`src/hw/rtl/sef_pkg.sv`:
```
`timescale 1ns / 1ps
// ----------------------------------------------------------------------------
// sef_pkg
// Shared types and constants of the scan line even-odd fill block.
// ----------------------------------------------------------------------------
package sef_pkg;

    localparam int ROW_LEN_DEF = 64;
    localparam int COORD_W     = 12;

    typedef struct packed {
        logic [COORD_W-1:0] row_coord;
        logic               is_boundary;
        logic               is_prefilled;
        logic               last_in_row;
    } pix_word_t;

    typedef struct packed {
        logic [COORD_W-1:0] x_coord;
        logic [COORD_W-1:0] y_coord;
        logic               last_fill;
    } fill_word_t;

    typedef struct packed {
        logic boundary;
        logic filled;
    } sef_bit_t;

endpackage

```
`src/hw/rtl/sef_if.sv`:
```
`timescale 1ns / 1ps
// ----------------------------------------------------------------------------
// sef_if
// Valid/ready channels of the fill block: pixel words in, fill words out.
// ----------------------------------------------------------------------------
interface sef_pix_if;
    logic                  valid;
    logic                  ready;
    sef_pkg::pix_word_t    data;

    modport source (output valid, output data, input ready);
    modport sink   (input valid, input data, output ready);
endinterface

interface sef_fill_if;
    logic                  valid;
    logic                  ready;
    sef_pkg::fill_word_t   data;

    modport source (output valid, output data, input ready);
    modport sink   (input valid, input data, output ready);
endinterface

```
`src/hw/rtl/sef_cell.sv`:
```
`timescale 1ns / 1ps
// ----------------------------------------------------------------------------
// sef_cell
// One position of the row shift chain: holds boundary and filled bits.
// ----------------------------------------------------------------------------
module sef_cell (
    input  logic              clk,
    input  logic              en,
    input  sef_pkg::sef_bit_t d,
    output sef_pkg::sef_bit_t q
);

    sef_pkg::sef_bit_t bit_reg;

    always_ff @(posedge clk)
    begin
        if (en)
        begin
            bit_reg <= d;
        end
    end

    assign q = bit_reg;

endmodule

```
`src/hw/rtl/scanline_even_odd_fill.sv`:
```
`timescale 1ns / 1ps
// ----------------------------------------------------------------------------
// scanline_even_odd_fill
// Stores one scan line in a shift chain of cells, then shifts it out in
// position order and emits every point that lies inside by even-odd rule and is not prefilled.
// ----------------------------------------------------------------------------
//  channel   dir  word
//  pix       in   row_coord, is_boundary, is_prefilled, last_in_row
//  fill      out  x_coord, y_coord, last_fill
//  cfg       in   axis_swap (cfg_we / cfg_data)
//
//  Load: one pixel per cycle. On last_in_row the chain is shifted out in the
//  scan state, then the flush state follows; pix.ready is low meanwhile.
//  A stall on fill holds the shift chain.
//  Reset clears control state and axis_swap; the chain needs no clearing.
// ----------------------------------------------------------------------------
module scanline_even_odd_fill #(
    parameter int ROW_LEN = sef_pkg::ROW_LEN_DEF
) (
    input  logic       clk,
    input  logic       rst_n,
    input  logic       cfg_we,
    input  logic       cfg_data,
    sef_pix_if.sink    pix,
    sef_fill_if.source fill
);

    localparam int PW = $clog2(ROW_LEN);
    localparam int CW = $clog2(ROW_LEN + 1);
    localparam int CRD = sef_pkg::COORD_W;

    localparam logic [1:0] ST_IDLE  = 2'd0;
    localparam logic [1:0] ST_SCAN  = 2'd1;
    localparam logic [1:0] ST_FLUSH = 2'd2;

    sef_pkg::sef_bit_t chain_d [ROW_LEN];
    sef_pkg::sef_bit_t chain_q [ROW_LEN];
    logic              chain_en;

    logic [1:0]     state_reg, state_next;
    logic           swap_reg;
    logic [CRD-1:0] row_reg, row_next;
    logic [CW-1:0]  cnt_reg, cnt_next;
    logic [PW-1:0]  t_reg, t_next;
    logic           tot_reg, tot_next;
    logic           lprev_reg, lprev_next;
    logic           sprev_reg, sprev_next;
    logic           lpar_reg, lpar_next;
    logic           spar_reg, spar_next;
    logic           pend_reg, pend_next;
    logic [PW-1:0]  ppos_reg, ppos_next;
    logic           oval_reg, oval_next;
    sef_pkg::fill_word_t oword_reg, oword_next;

    logic           accept, store, out_free, pos_ok, emit, st_inc;
    logic           hb, hf, nb;
    logic [CW:0]    pos_sum;
    logic [PW-1:0]  pos_j;

    genvar k;
    generate
        for (k = 0; k < ROW_LEN; k++)
        begin : g_cell
            if (k == 0)
            begin : g_head
                assign chain_d[k] = store ? sef_pkg::sef_bit_t'({pix.data.is_boundary,
                                                                 pix.data.is_prefilled})
                                          : sef_pkg::sef_bit_t'('0);
            end
            else
            begin : g_link
                assign chain_d[k] = chain_q[k-1];
            end
            sef_cell u_cell (
                .clk (clk),
                .en  (chain_en),
                .d   (chain_d[k]),
                .q   (chain_q[k])
            );
        end
    endgenerate

    assign pix.ready  = (state_reg == ST_IDLE);
    assign accept     = pix.valid && pix.ready;
    assign store      = accept && (cnt_reg < CW'(ROW_LEN));
    assign out_free   = !oval_reg || fill.ready;
    assign chain_en   = store || ((state_reg == ST_SCAN) && out_free);
    assign fill.valid = oval_reg;
    assign fill.data  = oword_reg;

    assign hb = chain_q[ROW_LEN-1].boundary;
    assign hf = chain_q[ROW_LEN-1].filled;
    assign nb = chain_q[ROW_LEN-2].boundary;

    assign pos_sum = (CW+1)'(t_reg) + (CW+1)'(cnt_reg) - (CW+1)'(ROW_LEN);
    assign pos_ok  = !pos_sum[CW];
    assign pos_j   = pos_sum[PW-1:0];
    assign st_inc  = spar_reg ^ (hb & ~sprev_reg);
    assign emit    = pos_ok && !hf && lpar_reg && (tot_reg ^ st_inc);

    function automatic sef_pkg::fill_word_t make_word(input logic swap,
                                                      input logic [CRD-1:0] row,
                                                      input logic [PW-1:0] pos,
                                                      input logic last);
        sef_pkg::fill_word_t w;
        w.x_coord   = swap ? row : CRD'(pos);
        w.y_coord   = swap ? CRD'(pos) : row;
        w.last_fill = last;
        return w;
    endfunction

    always_comb
    begin
        state_next = state_reg;
        row_next   = row_reg;
        cnt_next   = cnt_reg;
        t_next     = t_reg;
        tot_next   = tot_reg;
        lprev_next = lprev_reg;
        sprev_next = sprev_reg;
        lpar_next  = lpar_reg;
        spar_next  = spar_reg;
        pend_next  = pend_reg;
        ppos_next  = ppos_reg;
        oval_next  = oval_reg && !fill.ready;
        oword_next = oword_reg;

        case (state_reg)
            ST_IDLE:
            begin
                if (accept)
                begin
                    row_next = pix.data.row_coord;
                    if (store)
                    begin
                        cnt_next   = cnt_reg + 1'b1;
                        tot_next   = tot_reg ^ (pix.data.is_boundary & ~lprev_reg);
                        lprev_next = pix.data.is_boundary;
                    end
                    if (pix.data.last_in_row)
                    begin
                        state_next = ST_SCAN;
                        t_next     = '0;
                        lpar_next  = 1'b0;
                        spar_next  = 1'b0;
                        sprev_next = 1'b0;
                        pend_next  = 1'b0;
                    end
                end
            end
            ST_SCAN:
            begin
                if (out_free)
                begin
                    if (pos_ok)
                    begin
                        spar_next  = st_inc;
                        sprev_next = hb;
                        lpar_next  = lpar_reg ^ (hb & ~nb);
                    end
                    if (emit)
                    begin
                        if (pend_reg)
                        begin
                            oval_next  = 1'b1;
                            oword_next = make_word(swap_reg, row_reg, ppos_reg, 1'b0);
                        end
                        pend_next = 1'b1;
                        ppos_next = pos_j;
                    end
                    t_next = t_reg + 1'b1;
                    if (t_reg == PW'(ROW_LEN - 1))
                    begin
                        state_next = ST_FLUSH;
                    end
                end
            end
            ST_FLUSH:
            begin
                if (out_free)
                begin
                    if (pend_reg)
                    begin
                        oval_next  = 1'b1;
                        oword_next = make_word(swap_reg, row_reg, ppos_reg, 1'b1);
                    end
                    pend_next  = 1'b0;
                    cnt_next   = '0;
                    tot_next   = 1'b0;
                    lprev_next = 1'b0;
                    state_next = ST_IDLE;
                end
            end
            default:
            begin
                state_next = ST_IDLE;
            end
        endcase
    end

    always_ff @(posedge clk or negedge rst_n)
    begin
        if (!rst_n)
        begin
            state_reg <= ST_IDLE;
            swap_reg  <= 1'b0;
            row_reg   <= '0;
            cnt_reg   <= '0;
            t_reg     <= '0;
            tot_reg   <= 1'b0;
            lprev_reg <= 1'b0;
            sprev_reg <= 1'b0;
            lpar_reg  <= 1'b0;
            spar_reg  <= 1'b0;
            pend_reg  <= 1'b0;
            oval_reg  <= 1'b0;
        end
        else
        begin
            state_reg <= state_next;
            if (cfg_we)
            begin
                swap_reg <= cfg_data;
            end
            row_reg   <= row_next;
            cnt_reg   <= cnt_next;
            t_reg     <= t_next;
            tot_reg   <= tot_next;
            lprev_reg <= lprev_next;
            sprev_reg <= sprev_next;
            lpar_reg  <= lpar_next;
            spar_reg  <= spar_next;
            pend_reg  <= pend_next;
            oval_reg  <= oval_next;
        end
    end

    always_ff @(posedge clk)
    begin
        ppos_reg  <= ppos_next;
        oword_reg <= oword_next;
    end

endmodule

```
`src/flat_wrapper.sv`:
```
// flat-port wrapper written by rule: the top's interface ports become plain ports
module scanline_even_odd_fill_flat 
#(
    parameter int ROW_LEN = sef_pkg::ROW_LEN_DEF
)
  (clk, rst_n, cfg_we, cfg_data, pix_valid, pix_data, pix_ready, fill_valid, fill_data, fill_ready);
  sef_pix_if pix_i ();
  sef_fill_if fill_i ();
  input  logic clk;
  input  logic rst_n;
  input  logic cfg_we;
  input  logic cfg_data;
  input wire logic [$bits(pix_i.valid)-1:0] pix_valid;
  input wire logic [$bits(pix_i.data)-1:0] pix_data;
  output wire logic [$bits(pix_i.ready)-1:0] pix_ready;
  output wire logic [$bits(fill_i.valid)-1:0] fill_valid;
  output wire logic [$bits(fill_i.data)-1:0] fill_data;
  input wire logic [$bits(fill_i.ready)-1:0] fill_ready;
  assign pix_i.valid = pix_valid;
  assign pix_i.data = pix_data;
  assign pix_ready = pix_i.ready;
  assign fill_valid = fill_i.valid;
  assign fill_data = fill_i.data;
  assign fill_i.ready = fill_ready;
  scanline_even_odd_fill #(.ROW_LEN(ROW_LEN)) u_core (.clk(clk), .rst_n(rst_n), .cfg_we(cfg_we), .cfg_data(cfg_data), .pix(pix_i), .fill(fill_i));
endmodule
```
`config.mk`:
```
export PLATFORM = sky130hd
export DESIGN_NAME = scanline_even_odd_fill_flat
export DESIGN_NICKNAME = d
export VERILOG_FILES = /design/src/hw/rtl/sef_pkg.sv /design/src/hw/rtl/sef_if.sv /design/src/hw/rtl/sef_cell.sv /design/src/hw/rtl/scanline_even_odd_fill.sv /design/src/flat_wrapper.sv
export SDC_FILE = /design/constraint.sdc
export NUM_CORES = 1
export LEC_CHECK = 0
export BUFFER_PORTS_ARGS = -buffer_cell sky130_fd_sc_hd__buf_2
export CAP_MARGIN = 20
export CELL_PAD_IN_SITES_DETAIL_PLACEMENT = 0
export CELL_PAD_IN_SITES_GLOBAL_PLACEMENT = 1
export CORE_AREA = 2 2 121 123
export DETAILED_ROUTE_END_ITERATION = 12
export DIE_AREA = 0 0 123 125
export PLACE_DENSITY = 0.89
export SYNTH_ARGS = -nofsm -noshare
export SYNTH_HDL_FRONTEND = slang
export SYNTH_SLANG_ARGS = --single-unit
```
`constraint.sdc`:
```
create_clock -name clk -period 14 [get_ports clk]
set_input_delay 2.8 -clock clk [delete_from_list [all_inputs] [get_ports clk]]
set_output_delay 2.8 -clock clk [all_outputs]
set_load 0.005 [all_outputs]
```
# After elaboration in Yosys (flattened, before gate mapping)
# Index checks and enable logic that the tools add are counted.
[op_classes]
magnitude_cmp = 1
eq_ne = 13
bitwise_logic = 10
n_reduce_logical = 26
add_sub_neg = 4
mux = 48
[op_table]
columns = ["cell", "count"]
rows = [
  ["$mux 25", 5],
  ["$pmux 25 s2", 1],
  ["$mux 12", 2],
  ["$mux 7", 3],
  ["$mux 1", 19],
  ["$mux 6", 3],
  ["$pmux 7 s2", 1],
  ["$pmux 1 s2", 6],
  ["$pmux 6 s2", 1],
  ["$reduce_and 6->1", 2],
  ["$mux 2", 5],
  ["$ne 2x1->1 const B", 5],
  ["$ne 2x2->1 const B", 5],
  ["$reduce_and 5->1", 2],
  ["$add 6x7->8", 1],
  ["$reduce_and 4->1", 2],
  ["$sub 8x7->8 const B", 1],
  ["$add 7x1->7 const B", 1],
  ["$logic_and 1x1->1", 7],
  ["$lt 7x7->1 const B", 1],
  ["$add 6x1->6 const B", 1],
  ["$eq 6x6->1 const B", 1],
  ["$pmux 2 s3", 1],
  ["$reduce_bool 2->1", 3],
  ["12 further kinds", 23],
]
[totals]
in_bits = 21
register_bits = 194
wordCells = 246
out_inout_bits = 27

# Logic depth before layout (Yosys ltp)
# Gate-level depths: netlist of the first run.
[depth]
word_depth = 9
ltp_mapped = 8
ltp_nobuf = 6

# By module
# Synthesis of the first run repeated with hierarchy kept, for this count alone.
[hier_totals]
cells_unflattened = 391
hier_area_um2 = 7086.8
[by_module_without_submodules]
columns = ["mod", "area_per_inst_um2", "cells_each", "n_inst", "seq_area_each_um2"]
rows = [
  ["sef_cell", 60.1, 2, 64, 60.1],
  ["scanline_even_odd_fill", 3243.1, 263, 1, 1806.7],
]

# Worst setup path after synthesis of the first run
# OpenSTA, ideal clock, no wires.
[synth_timing]
kind = "input to register"
from = "input pix_valid"
to = "register u_core.g_cell[0].u_cell.bit_reg (netlist bit u_core.g_cell[0].u_cell.q[0]) (enable)"
setup_ps = 792
path_buffers = 1
t_required_ps = 13208
slack_ps = 1135
arrival_ps = 12073
cell_stages = 3
path_cell_list = "nand2_1 -> buf_2 -> o21ai_0"
[synth_between]
elab_chain_cells = 3
[synth_lines]
columns = ["item", "line", "rtl"]
rows = [
  ["start: declaration", "flat_wrapper.sv:13", "input wire logic [$bits(pix_i.valid)-1:0] pix_valid;"],
  ["$logic_and 1x1->1", "scanline_even_odd_fill.sv:84", "assign accept = pix.valid && pix.ready;"],
  ["$logic_and 1x1->1", "scanline_even_odd_fill.sv:85", "assign store = accept && (cnt_reg < CW'(ROW_LEN));"],
  ["$logic_or 1x1->1", "scanline_even_odd_fill.sv:87", "assign chain_en = store || ((state_reg == ST_SCAN) && out_free);"],
  ["via u_core.chain_en", "scanline_even_odd_fill.sv:38", "logic chain_en;"],
  ["end signal: assignment", "sef_cell.sv:19", "bit_reg <= d;"],
  ["end: declaration", "sef_cell.sv:13", "sef_pkg::sef_bit_t bit_reg;"],
]
# The timed path passes the listed nets, and every way through them passes these cells.
# A chain may end at the register's enable or synchronous reset.

# Worst setup path after layout of the first run
[layout_timing]
from = "input pix_valid"
to = "register u_core.g_cell[15].u_cell.bit_reg (netlist bit u_core.g_cell[15].u_cell.q[0]) (enable)"
[layout_between]
elab_chain_cells = 3
[layout_lines]
columns = ["item", "line"]
rows = [
  ["$logic_and 1x1->1", "scanline_even_odd_fill.sv:84"],
  ["$logic_and 1x1->1", "scanline_even_odd_fill.sv:85"],
  ["$logic_or 1x1->1", "scanline_even_odd_fill.sv:87"],
  ["via u_core.chain_en", "scanline_even_odd_fill.sv:38"],
  ["end signal: assignment", "sef_cell.sv:19"],
  ["end: declaration", "sef_cell.sv:13"],
]
# The timed path passes the listed nets, and every way through them passes these cells.

==> results_dict.tcl, run 1 <==
set metrics [dict create \
    post_cts_buffers 0 \
    num_antenna_cells 0 \
    antenna_found_initial 0 \
    worstPathMaxFanout 74 \
    critPathCaptureType "flop" \
    rsz0062_at_grt "no" \
    drive_gt1_share_pct 24.34 \
    fin_cells 640 \
    yosysWarnings 0 \
    syn-num-nets 416 \
    hold_depth 0 \
    synthDistinctLibCells 46 \
    fin_crit_ns 4.964 \
    route.antenna.remaining_nets 0 \
    drtIter0Drc 236 \
    reg2reg_depth 6 \
    p_sw_share_pct 28.37 \
    setup.worst_path.class "in2reg" \
    fmax_ghz 0.2014 \
    power_density_mw_per_mm2 233.1 \
    place_inst 608 \
    firstDrtPassIters 4 \
    leakage_nw 2.943 \
    via_per_inst 5.286 \
    multi_input_area_mm2 0.001331 \
    synth_top_area_cell "edfxtp_1" \
    synthMuxAreaShare_pct 4.624 \
    nFillCells 1053 \
    cts_tree "yes" \
    numClockSinks 194 \
    synth_top_family_by_area "compound AO/OA/AOI/OAI gates" \
    hp-class "reg2reg" \
    min_period_over_period_pct 35.46 \
    grt_overflow_total 0 \
    netlist_area_mm2 0.007035 \
    setup_viol 0 \
    core-area_mm2 0.01420 \
    pwr-share-clk_pct 23.7 \
    root_buffer "clkbuf_16" \
    synth_compound_area_share_pct 5.869 \
    synthAdderAreaFrac_pct 2.241 \
    avgSynthCellArea_um2 18.37 \
    die_area_mm2 0.01538 \
    ctsHoldBuffers 0 \
    ios 48 \
    r2r_slack_ns 10.65 \
    wl_per_cell_um 16.44 \
    area_growth_syn_to_layout_pct 14.46 \
    clock-skew-final_ns 0.01041 \
    p_switching_uw 532.4 \
    arrival_ns 5.01 \
    drt-total-wl_um 10520 \
    synthArstFlopShare_pct 18.04 \
    ys_seq_area_share_pct 80.31 \
    grt_util_all_layers_pct 14.39 \
    regArea_mm2 0.005650 \
    final_nets 476 \
    largest_reg_flops 128 \
    ys_top_cells_by_area "edfxtp_1 (68%), dfrtp_1 (12%), mux2_2 (4.5%)" \
    intPower_mw 1.344 \
    grt_pass1_vias 3282 \
    cp.required_ns 14.05 \
    fin_total_pwr_mw 1.877 \
    dp_hpwl_um 6168 \
    rows 44 \
    clockBufferDepth 2 \
    cap_violations 0 \
    yosysMostFrequentCell "edfxtp_1" \
    postLayoutCoreUtil_pct 56.69 \
    initial_utilization_pct 49.53 \
    ys.flop_type "edfxtp_1" \
    grt_pass1_wl_um 16440 \
    fp.dieH_um 125 \
    ys_seq_elements 194 \
    numPortBuffers 47 \
    clk_latency_ns 0.42 \
    worstSetupStartpointType "input pin" \
    synth_edf_count 159 \
    synth_xor_area_share_pct 0.9426 \
    cts.htree.levels 4 \
    tightest_slew_ns 0.8643 \
    report.final.hold_viol_count 0 \
    comb_power_share_pct 20.1 \
    vias 3383 \
    vdd_drop_max_mv 0.08587 \
    dieWidth_um 123 \
    cts.clk_slew.worst_paths_ns 0.07 \
    seqPwrFrac_pct 56.3 \
    fin_tns_setup_ns 0 \
    synth-simple-area-share_pct 4.997 \
    grt_max_degree 75 \
    place_congestion 0.7643 \
    synth_commonest_cells "edfxtp_1 (159), dfrtp_1 (35), mux2_2 (28)" \
    synthCells 383 \
    relSlewSlack_pct 42.38 \
    synth_top_area_share_pct 67.86 \
    detail_route.drc_violations 0 \
    cts-buffers-inserted 17 \
    ctsResizeCount 0 \
    status "complete, no violations" \
    drv_slew 0 \
]
[power groups by stage]
stage          registers, mW  logic (mW)  clock network (mW)
2_1_floorplan           1.10       0.275                   0
3_3_place_gp            1.05       0.360                   0
3_5_place_dp            1.06       0.379                   0
4_1_cts                 1.06       0.379               0.455
5_1_grt                 1.08       0.420               0.480
6_report                1.06       0.377               0.445
[cell usage in the layout, fill, tap and decap left out, types with 2 or more instances in the layout]
cell,count
a211oi_1,4
xnor2_1,4
edfxtp_1,159
a32o_1,2
clkinvlp_4,2
buf_2,47
clkbuf_16,17
nand2b_1,7
and2_1,10
o21ai_0,14
clkinv_8,2
nor3_1,3
inv_1,7
inv_8,3
clkinv_1,4
o21a_1,2
o2bb2ai_2,2
a22o_1,6
nand3_1,6
ha_1,11
or2_1,2
nor2_1,8
mux2_2,28
nand2_1,13
a21o_1,4
clkinv_4,3
a21oi_1,16
dfrtp_1,35
buf_4,3
a211o_1,2
nor2b_1,10
[cells by family after synthesis]
logic type               Yosys count
multiplexers                      29
AND/OR/NAND/NOR                   65
adder cells (fa/ha/maj)           12
buffers and inverters             16
AO/OA/AOI/OAI                     61
flip-flops                       194
XOR/XNOR                           6
[cell type report]
class | instances | area share [%]
flip-flops and latches | 194 | 70.17
clock inverters | 15 | 1.631
clock buffers | 17 | 5.283
repair buffers | 50 | 3.201
well taps | 184 | 2.859
inverters | 7 | 0.3263
multi-input cells | 173 | 16.53
[per-layer routing]
metal,routed length (um),share of wire (%),vias up,GRT usage (%)
met3,529,5.0,10,4.516
met2,4820,46,84,20.90
met4,161,1.5,0,5.949
met1,5007,48,1701,20.36
li1,-,-,1588,-
met5,0,0,-,0
[path summary, 6_finish.rpt]
| path | start | to |
|---|---|---|
| setup / recovery | pix_valid | u_core.g_cell[15].u_cell.q[0] |
| hold / removal | u_core.g_cell[7].u_cell.q[0] | u_core.g_cell[8].u_cell.q[0] |
| setup reg to reg | u_core.state_reg[0] | u_core.g_cell[15].u_cell.q[0] |
| hold reg to reg | u_core.g_cell[7].u_cell.q[0] | u_core.g_cell[8].u_cell.q[0] |
| max in group asynchronous | rst_n | u_core.cnt_reg[4] |
| min in group asynchronous | rst_n | u_core.row_reg[0] |
[critical path, stage by stage]
cell,delay [ns]
buf_2,0.12
nand2_1,0.41
o21ai_4,0.28
buf_4,0.55
buf_4,0.79
[metrics by stage]
stage | hold slack [ns] | setup WS (ns) | cell area [um^2]
after floorplan | 0.4003 | 1.135 | 7036
after global placement | 0.4025 | 8.641 | 7496
after detailed placement | 0.4045 | 8.528 | 7496
after CTS | 0.4205 | 9.024 | 8053
after global routing | 0.4281 | 8.862 | 8053
final | 0.4187 | 9.036 | 8053
(Power assumes the default switching activity.)
==> inputs of run 2 (changes only) <==
- CORE_AREA: 2 2 121 123 -> 2 2 127 129
- DIE_AREA: 0 0 123 125 -> 0 0 129 131
- PLACE_DENSITY: 0.89 -> 0.85
- clock period: 14 -> 4.5 ns (I/O delays scaled with it)
==> run 2 against run 1 <==
Compared with the run above: sequential power grew to 3.1 times the previous value; final cell count is 5.2% higher; first-iteration DRC count is 11% higher; register-to-register slack worse by 9.0 ns; wire length is 2.5% higher; critical endpoint is now u_core.g_cell[39].u_cell.q[1].
==> results_dict.tcl, run 2 (synthesis gave the netlist of run 1 again) <==
set metrics [dict create \
    fmax_ghz 0.3476 \
    grt_overflow_total 0 \
    numPortBuffers 47 \
    drive_gt1_share_pct 24.51 \
    drv_slew 0 \
    ctsHoldBuffers 0 \
    fin_crit_ns 2.877 \
    die_area_mm2 0.01690 \
    ios 48 \
    rsz0062_at_grt "no" \
    grt_pass1_vias 3234 \
    hp-class "reg2reg" \
    route.antenna.remaining_nets 0 \
    final_common_cell "edfxtp_1" \
    cts.htree.levels 4 \
    fin_area_mm2 0.008188 \
    vdd_drop_max_mv 0.4047 \
    critPathLaunch "u_core.state_reg[1]" \
    cts_tree "yes" \
    r2r_slack_ns 1.62 \
    power_density_mw_per_mm2 739.0 \
    place_congestion 0.7615 \
    worstPathMaxFanout 41 \
    arrival_ns 2.99 \
    critPathCaptureType "flop" \
    met1_usage_pct 19.20 \
    clock-skew-final_ns 0.007680 \
    num_antenna_cells 0 \
    area_growth_syn_to_layout_pct 16.38 \
    firstDrtPassIters 4 \
    grt_pass1_wl_um 16890 \
    setup_viol 0 \
    clockBufferDepth 2 \
    min_period_over_period_pct 63.92 \
    post_cts_buffers 0 \
    postLayoutCoreUtil_pct 52.49 \
    grt_busiest_layer "met1" \
    fin_tns_setup_ns 0 \
    cts.clk_slew.worst_paths_ns 0.07 \
    report.final.hold_viol_count 0 \
    clk_latency_ns 0.43 \
    antenna_found_initial 0 \
    rows 46 \
    pre_cts_ws_ns 1.416 \
    grt_use_met2_pct 19.05 \
    dieWidth_um 129 \
    final_nets 477 \
    final_cell_mix "edfxtp_1 (159), buf_2 (47), dfrtp_1 (35)" \
    leakage_nw 2.995 \
    grt_max_degree 42 \
    vias 3338 \
    detail_route.drc_violations 0 \
    core-area_mm2 0.01560 \
    use_met3_pct 4.601 \
    dp_hpwl_um 6534 \
    status "complete, no violations" \
    worstSetupStartpointType "flop" \
    initial_utilization_pct 45.11 \
    reg2reg_depth 5 \
    fp.dieH_um 131 \
    place_area_mm2 0.007581 \
    relSlewSlack_pct 38.12 \
    ctsResizeCount 0 \
    finalHoldWorstSlack_ns 0.4181 \
    grt_util_all_layers_pct 13.60 \
    cp.required_ns 4.61 \
    r2r_start "u_core.state_reg[1]" \
    via_per_inst 4.960 \
    setup.worst_path.end "u_core.g_cell[39].u_cell.q[1]" \
    drt-total-wl_um 10780 \
    cts-buffers-inserted 17 \
    r2r-end "u_core.g_cell[39].u_cell.q[1]" \
    numClockSinks 194 \
    nFillCells 1220 \
    cap_violations 0 \
    setup.worst_path.class "reg2reg" \
    root_buffer "clkbuf_16" \
    wl_per_cell_um 16.01 \
    largest_reg_flops 128 \
    setup_ws_ns 1.623 \
    drtIter0Drc 261 \
    tightest_slew_ns 0.9247 \
]
[run 2: cell types whose count changed in the layout (fill, tap and decap cells not counted), sizes merged]
cell | before | now
clkinvlp | 2 | 0
clkinv | 9 | 7
buf | 50 | 51
inv | 11 | 12
bufinv | 0 | 3
[run 2: metrics by stage]
step / power, mW / std cells
final: 6.051 / 673
after global routing: 6.373 / 673
after CTS: 6.108 / 673
after detailed placement: 4.540 / 641
after global placement: 4.450 / 641
after floorplan: 4.094 / 383
[run 2: layout make-up]
cell class | instances | area (um^2) | area share, %
tap | 216 | 270.3 | 3.301
clock buffer | 17 | 425.4 | 5.196
multi-input combinational | 173 | 1331 | 16.26
clock inverter | 15 | 181.4 | 2.216
inverter | 7 | 26.28 | 0.3209
sequential | 194 | 5650 | 69.01
timing repair buffer | 51 | 302.8 | 3.698
[run 2: critical path: stages, from the launching register on]
cell	delay, ns
dfrtp_1	0.38
inv_1	0.10
ha_1	0.29
nand2_1	0.51
o21ai_4	0.93
buf_12	0.31
[run 2: report_power, final]
| part | internal, mW | leakage, nW | switching (mW) | total [mW] |
|---|---|---|---|---|
| Sequential | 2.98 | 1.90 | 0.303 | 3.28 |
| Combinational | 0.524 | 0.801 | 0.717 | 1.24 |
| Clock | 0.882 | 0.297 | 0.650 | 1.53 |
| Total | 4.38 | 2.99 | 1.67 | 6.05 |
[run 2: how the worst min path moves through the flow]
| stage | start | to | slack, ns | depth (start not counted) |
|---|---|---|---|---|
| 6_report | u_core.g_cell[54].u_cell.q[0] | u_core.g_cell[55].u_cell.q[0] | 0.42 | 0 |
| 5_1_grt | u_core.g_cell[61].u_cell.q[1] | u_core.g_cell[62].u_cell.q[1] | 0.43 | 0 |
| 3_3_place_gp | u_core.g_cell[23].u_cell.q[1] | u_core.g_cell[24].u_cell.q[1] | 0.40 | 0 |
| 4_1_cts | u_core.g_cell[54].u_cell.q[0] | u_core.g_cell[55].u_cell.q[0] | 0.42 | 0 |
| 2_1_floorplan | u_core.g_cell[9].u_cell.q[0] | u_core.g_cell[10].u_cell.q[0] | 0.40 | 0 |
| 3_5_place_dp | u_core.g_cell[18].u_cell.q[0] | u_core.g_cell[19].u_cell.q[0] | 0.40 | 0 |
[run 2: metal layers]
layer / vias to the layer above / part of all wire (%)
met5: - / 0
met1: 1661 / 49
met4: 0 / 1.8
li1: 1583 / -
met3: 17 / 5.4
met2: 77 / 43
==> inputs of run 3 (changes only) <==
- CORE_AREA: 2 2 127 129 -> 2 2 121 123
- DIE_AREA: 0 0 129 131 -> 0 0 123 125
- PLACE_DENSITY: 0.85 -> 0.89
- clock period: 4.5 -> 2.8 ns (I/O delays scaled with it)
==> run 3 against run 2 <==
Compared with the run above: die area decreased by 9.0%; clock power is 63% higher; final cell count is 4.6% lower; clock-buffer cell count grew 1; non-clock buffer count is 2 higher; worst hold slack lost 0.17 ns; total power increased by 62%; critical path depth is 1 higher; register-to-register slack worse by 1.3 ns; via count increased by 2.2%; wire length is 1.2% lower; global-route usage rose by 1.2 points.
==> results_dict.tcl, run 3 (synthesis gave the netlist of run 1 again) <==
set metrics [dict create \
    grt_pass1_wl_um 16860 \
    via_per_inst 5.312 \
    clockBufferDepth 2 \
    largest_reg_flops 128 \
    drtIter0Drc 253 \
    leakage_nw 3.003 \
    firstDrtPassIters 4 \
    numClockSinks 194 \
    cts.clk_slew.worst_paths_ns 0.07 \
    antenna_found_initial 0 \
    critical_path.max_stage_delay_ns 0.44 \
    fin_crit_ns 2.508 \
    hp-class "in2async" \
    drv_slew 0 \
    slowest_stage "dfrtp_1" \
    drive_gt1_share_pct 25.76 \
    drt-total-wl_um 10650 \
    setup.worst_path.class "reg2reg" \
    multi_input_area_mm2 0.001351 \
    report.final.hold_viol_count 0 \
    grt_util_all_layers_pct 14.80 \
    detail_route.drc_violations 0 \
    cts-buffers-inserted 17 \
    cap_violations 0 \
    fin_tns_setup_ns 0 \
    final_common_cell "edfxtp_1" \
    place_congestion 0.8529 \
    power_density_mw_per_mm2 1194 \
    regArea_mm2 0.005650 \
    fmax_ghz 0.3988 \
    grt_overflow_total 0 \
    path_cells "ha_1 > o21ai_0 > nor3_1 > o2111ai_1 > o2bb2ai_2 > buf_4" \
    place_inst 611 \
    rsz0062_at_grt "no" \
    status "complete, no violations" \
    dp_hpwl_um 6658 \
    setup_viol 0 \
    vdd_drop_max_mv 0.5694 \
    worstPathMaxFanout 25 \
    route.antenna.remaining_nets 0 \
    post_cts_buffers 0 \
    tightest_slew_ns 0.8385 \
    root_buffer "clkbuf_16" \
    cts.htree.levels 4 \
    nFillCells 1057 \
    fp.dieH_um 125 \
    grt_max_degree 39 \
    arrival_ns 2.60 \
    core-area_mm2 0.01420 \
    vias 3410 \
    relSlewSlack_pct 44.10 \
    wl_per_cell_um 16.59 \
    ctsHoldBuffers 0 \
    final_nets 479 \
    die_area_mm2 0.01538 \
    ios 48 \
    dieWidth_um 123 \
    initial_utilization_pct 49.53 \
    grt_pass1_vias 3326 \
    numPortBuffers 47 \
    rows 44 \
    num_antenna_cells 0 \
    worstSetupStartpointType "flop" \
    clock-skew-final_ns 0.006183 \
    cts_tree "yes" \
    critPathCaptureType "flop" \
    area_growth_syn_to_layout_pct 16.40 \
    ctsResizeCount 0 \
    fin_cells 642 \
    final_cell_mix "edfxtp_1 (159), buf_2 (47), dfrtp_1 (35)" \
    cp.required_ns 2.89 \
    clk_latency_ns 0.42 \
    min_period_over_period_pct 89.57 \
]
run 3: worst max-delay path: cells and delay by family (launching register included):
family | cells | cell delay (ns)
adders and majority gates | 1 | 0.38
and+or+nand+nor | 1 | 0.38
DFF | 1 | 0.44
AOI/OAI and AO/OA | 3 | 0.63
buffers and inverters | 1 | 0.33
run 3: metrics by stage:
step | power [mW] | util (%) | cell area [um^2] | worst slack [ns] | hold slack (ns)
finish | 9.777 | 57.66 | 8189 | 0.2922 | 0.2443
global route | 10.29 | 57.66 | 8189 | 0.1964 | 0.2963
CTS | 9.882 | 57.66 | 8189 | 0.3385 | 0.2591
detailed placement | 7.352 | 53.34 | 7576 | 0.3493 | 0.4045
global placement | 7.224 | 53.34 | 7576 | 0.4587 | 0.4037
floorplan | 6.616 | - | 7079 | -0.5727 | 0.2644
run 3: final timing paths:
path | start | end | slack (ns) | cells past startpoint
min | rst_n | u_core.row_reg[7] | 0.24 | 1
max reg2reg | u_core.cnt_reg[2] | u_core.fill.data[24] | 0.29 | 6
min reg2reg | u_core.g_cell[8].u_cell.q[0] | u_core.g_cell[9].u_cell.q[0] | 0.42 | 0
max in group asynchronous | rst_n | u_core.tot_reg | 2.03 | 1
max | u_core.cnt_reg[2] | u_core.fill.data[24] | 0.29 | 6
min in group clk | pix_data[5] | u_core.row_reg[2] | 0.37 | 2
run 3: layout make-up:
type                    count  share of cell area [%]
inverters                   7                  0.3209
clock inverters            13                   2.246
flip-flops and latches    194                   69.00
clock buffers              18                   5.241
repair buffers             53                   3.881
multi-input cells         173                   16.50
well taps                 184                   2.811
run 3: power by group:
group | switching, mW | internal, mW | leakage, nW | total, mW
clock | 0.993 | 1.49 | 0.290 | 2.49
sequential | 0.467 | 4.78 | 1.90 | 5.25
combinational | 1.17 | 0.874 | 0.816 | 2.04
total | 2.63 | 7.15 | 3.00 | 9.78
run 3: layer usage:
layer | vias to the layer above | global-route usage [%] | share of wire, %
li1 | 1587 | - | -
met1 | 1724 | 20.35 | 46
met2 | 82 | 21.64 | 46
met3 | 17 | 5.201 | 5.8
met4 | 0 | 6.217 | 1.9
met5 | - | 0 | 0
